==> src/design/lso_ram.sv <==
`timescale 1ns / 1ps
// Generic simple dual-port RAM: one write port, one registered read port.
// No dependencies.
module lso_ram #(
  parameter int WIDTH = 8,
  parameter int DEPTH = 256
) (
  input  logic                     clk,
  input  logic                     we,
  input  logic [$clog2(DEPTH)-1:0] waddr,
  input  logic [WIDTH-1:0]         wdata,
  input  logic [$clog2(DEPTH)-1:0] raddr,
  output logic [WIDTH-1:0]         rdata
);

  logic [WIDTH-1:0] mem [DEPTH];

  // Write and registered read
  always_ff @(posedge clk) begin
    if (we) begin
      mem[waddr] <= wdata;
    end
    rdata <= mem[raddr];
  end

endmodule

==> config.mk <==
export PLATFORM = sky130hd
export DESIGN_NAME = lso_ram
export DESIGN_NICKNAME = d
export VERILOG_FILES = /design/src/design/lso_ram.sv
export SDC_FILE = /design/constraint.sdc
export NUM_CORES = 2
export LEC_CHECK = 0
export ABC_AREA = 1
export BUFFER_PORTS_ARGS = -buffer_cell sky130_fd_sc_hd__buf_2
export CAP_MARGIN = 20
export CORE_AREA = 2 2 531 533
export CTS_CLUSTER_DIAMETER = 120
export CTS_CLUSTER_SIZE = 40
export DETAILED_ROUTE_END_ITERATION = 10
export DIE_AREA = 0 0 533 535
export PLACE_DENSITY_LB_ADDON = 0.25
export SLEW_MARGIN = 20
export SYNTH_ARGS = -nofsm -noshare
export SYNTH_HDL_FRONTEND = slang
export SYNTH_SLANG_ARGS = --single-unit
==> constraint.sdc <==
create_clock -name clk -period 3.4 [get_ports clk]
set_input_delay 0.34 -clock clk [delete_from_list [all_inputs] [get_ports clk]]
set_output_delay 0.34 -clock clk [all_outputs]
set_load 0.005 [all_outputs]
-- Word-level counts from Yosys, hierarchy flattened
Memory sizes are Yosys's and may differ from the RTL's. A register that Yosys moved wholly into a read port is not among the register bits.
Cells that the tools add are included.
- muxes and demuxes: 2
- operators with widths (kind ; count):
    $mux W1 ; 2
- input bits: 26
- logic and storage cells: 3
- output and inout bits: 8
- memories: 1
- RAM bits: 2048
- bits in registers: 0
- memories (memory ; words ; bits a word ; read ports ; clocked after memory_dff ; wr ports ; RTL line ; RTL):
    mem ; 256 ; 8 ; 1 ; 1 ; 1 ; 16 ; logic [WIDTH-1:0] mem [DEPTH];

-- Depth between registers and ports, before layout
- depth in word-level cells: 2
- depth in mapped cells: 15
- gate-level depth less buffers: 11

-- Worst setup path before layout
Ideal clock, no wire load.
- path kind: input port to flip-flop
- from: input we
- to: memory mem[162][0], enable pin
- arrival time: 1.461 ns
- data required time: 3.030 ns
- setup time: 0.370 ns
- stages: 4
- path slack: 1.569 ns
- path buffers: 2
- path through: clkbuf_1 nand3_1 clkbuf_1 nor2_1
- cells in the longest elaborated chain, start to end: 2
- ends and longest elaborated chain (element ; RTL line ; RTL):
    from (decl) ; 9 ; input logic we,
    $mux W1 ; 20 ; if (we) begin
    $mux W1 (not written as such) ; 21 ; mem[waddr] <= wdata;
    to (decl) ; 16 ;
Every way passes these cells.

==> impl_metrics.env <==
export IMPL_outcome="completed"
export IMPL_relSlewSlack=0.273
export IMPL_place_ws_ps=282
export IMPL_vias=53600
export IMPL_max_freq_mhz=432
export IMPL_regArea_sq_um=61700
export IMPL_r2r_cells=10
export IMPL_ys_seq_elements=2056
export IMPL_cts_max_level=2
export IMPL_antenna_left=0
export IMPL_num_nets_final=7013
export IMPL_synth_top_cells_by_count="nand2_1, edfxtp_1, nand3_1"
export IMPL_crit_slowest_cell="buf_8"
export IMPL_critPathMaxFanout=50
export IMPL_place_gp_congestion=0.836
export IMPL_ir_drop_uv=401
export IMPL_netlist_cell_type_count=14
export IMPL_drive_gt1_frac=0.0703
export IMPL_fin_ws_ps=1080
export IMPL_avgSynthCellArea_sq_um=11.9
export IMPL_routedWlPerCell_um=23.6
export IMPL_p_leak_nw=30.8
export IMPL_clock_latency_ps=820
export IMPL_ys_warn_count=0
export IMPL_hp_start="wdata[0]"
export IMPL_cp_depth=13
export IMPL_worst_r2r_setup_slack_ps=1260
export IMPL_postLayoutCoreUtil=0.328
export IMPL_dp_hpwl_um=153000
export IMPL_initial_core_util=0.299
export IMPL_tritoncts="built"
export IMPL_ys_seq_area_frac=0.739
export IMPL_netlist_area_sq_um=83400
export IMPL_clockBufferDepth=3
export IMPL_drv_slew=0
export IMPL_critPathKind="input port to flip-flop"
export IMPL_rows=194
export IMPL_hold_end="mem[75][0]"
export IMPL_n_fill_cell=27700
export IMPL_cts_setup_buffers=0
export IMPL_grtUsageTotal=0.173
export IMPL_maxCapViolCount=0
export IMPL_synthArstFlopShare=0
export IMPL_dieHeight_um=535
export IMPL_dr_pass1_iters=6
export IMPL_grt_overflow_total=0
export IMPL_synth_top_area_cell="edfxtp_1"
export IMPL_netlist_area_leader_share=0.737
export IMPL_synth_most_common_cell="nand2_1"
export IMPL_r2r_start="mem[143][4]"
export IMPL_clock_sinks=2056
export IMPL_grt_max_degree=126
export IMPL_power_density_nw_per_um2=465
export IMPL_first_iter_violations=5950
export IMPL_syn_to_final_growth_pct=9.76
export IMPL_wl_um=254000
export IMPL_syn_inst=7003
export IMPL_hold_viol_final=0
export IMPL_worst_endpoint_arrival_ps=3010
export IMPL_worst_pin_slew_ps=1090
export IMPL_die_w_um=533
export IMPL_setup_tns_ps=0
export IMPL_grt_pass1_vias=51200
export IMPL_rsz0062_at_grt="no"
export IMPL_cts_buffers=61
export IMPL_avgViaCountPerCell=4.98
export IMPL_grt_antenna_before_repair=12
export IMPL_final_min_clock_period_ps=2320
export IMPL_synth_top_flop_cell="edfxtp_1"
export IMPL_num_io_pins=34
export IMPL_path_common_cell="nand3_1"
export IMPL_critPathMaxStageDelay_ps=350
export IMPL_hold_path_class="input port to flip-flop"
export IMPL_finalSetupViolations=0
export IMPL_regToRegEndpoint="rdata[4]"
export IMPL_drc=0
export IMPL_crit_chain="buf_8 -> buf_12 -> buf_12 -> buf_4 -> nand3_1 -> nand3_1 -> nand3_1 -> nand3_1 -> nand3_1 -> nand3_1 -> nand2_1 -> nand2_1 -> nand2_1"
export IMPL_critical_path_buf_inv_count=4
export IMPL_multi_input_area_sq_um=19200
export IMPL_cp_required_ps=4100
export IMPL_crit_family="simple AND/OR/NAND/NOR gates"
export IMPL_yosys_top_cells_area="edfxtp_1, nand3_1, nand2_1"
export IMPL_io_buffers=33
export IMPL_synthesis_nets=7029
export IMPL_end_kind="flip-flop"
export IMPL_core_area_sq_um=279000
export IMPL_grt_first_pass_wirelength_um=368000
export IMPL_clk_pin_slew_ps=150
export IMPL_skew_ps=65.7
export IMPL_post_route_period_util=0.681
export IMPL_whs_path_depth=1
export IMPL_dieArea_sq_um=285000
export IMPL_start_kind="input port"
export IMPL_cts_root_buffer="clkbuf_16"
export IMPL_synth_edf_count=2048
==> metal layers <==
layer / track usage / routed length, um
met1: 0.248 / 114000
met5: 0 / 0
met4: 0.0379 / 5650
met2: 0.282 / 120000
met3: 0.0174 / 14200
==> how the worst max path moves through the flow <==
| stage | start | endpoint | slack [ps] |
|---|---|---|---|
| 2_1_floorplan | we | mem[162][0] | 1570 |
| 3_3_place_gp | raddr[1] | rdata[6] | 240 |
| 3_5_place_dp | raddr[1] | rdata[6] | 280 |
| 4_1_cts | raddr[0] | rdata[2] | 1180 |
| 5_1_grt | raddr[0] | rdata[2] | 1080 |
| 6_report | raddr[1] | rdata[2] | 1080 |
==> sequential cells by signal (all words and copies together) (netlist names) <==
register	count
rdata	8
mem	2048
==> where the power goes <==
part           switching (mW)  internal, mW  total (mW)
Clock                    7.65          3.55        11.2
Sequential             0.0565          27.9        28.0
Combinational            2.57         0.858        3.43
==> cell type report <==
type	count	area share
antenna	13	0.000355
clock buffer	84	0.0181
clock inverter	9	0.00219
inverter	39	0.00197
multi-input combinational	4425	0.209
sequential	2056	0.674
tap	3724	0.0509
timing repair buffer	404	0.0435
==> cells by family (layout without fill, tap and decap cells) <==
family,Yosys count,in the layout,share of synthesized area
simple gates,4425,4425,0.229
flops,2056,2056,0.739
buf+inv,522,536,0.0312
other cells,0,13,0
==> placed cells by master, fill, tap and decap left out, drive strengths merged <==
cell type	Yosys	layout
clkbuf	112	84
dlygate4sd3	0	3
dfxtp	8	8
nand2	2123	2123
buf	371	401
diode	0	13
nand3	2019	2019
nor2	283	283
clkinv	0	7
inv	39	41
edfxtp	2048	2048
==> through the flow <==
step                      hold slack, ps  total power, mW  area, sq um  std cells
after floorplan                      439             30.2        83400       7003
after global placement               785             32.0        89600      10600
after detailed placement             776             32.0        89600      10600
after CTS                           16.8             42.9        91500      10700
after global routing                12.7             43.8        91500      10800
final                               29.6             42.6        91500      10800
==> what timing repair did <==
action                    4_1_cts  5_1_grt
hold buffers                    3        0
hold endpoints to repair        8        0
resized for setup               0        0
==> worst reg2reg max path, cell delays in order, from the launching register on <==
cell	delay [ps]
edfxtp_1	380
nand2_1	70
nand3_1	70
nand3_1	160
nand3_1	140
nand3_1	310
nand3_1	250
nand3_1	270
nand2_1	90
nand2_1	210
nand2_1	90
No activity file was read; power rests on OpenSTA's default activity.
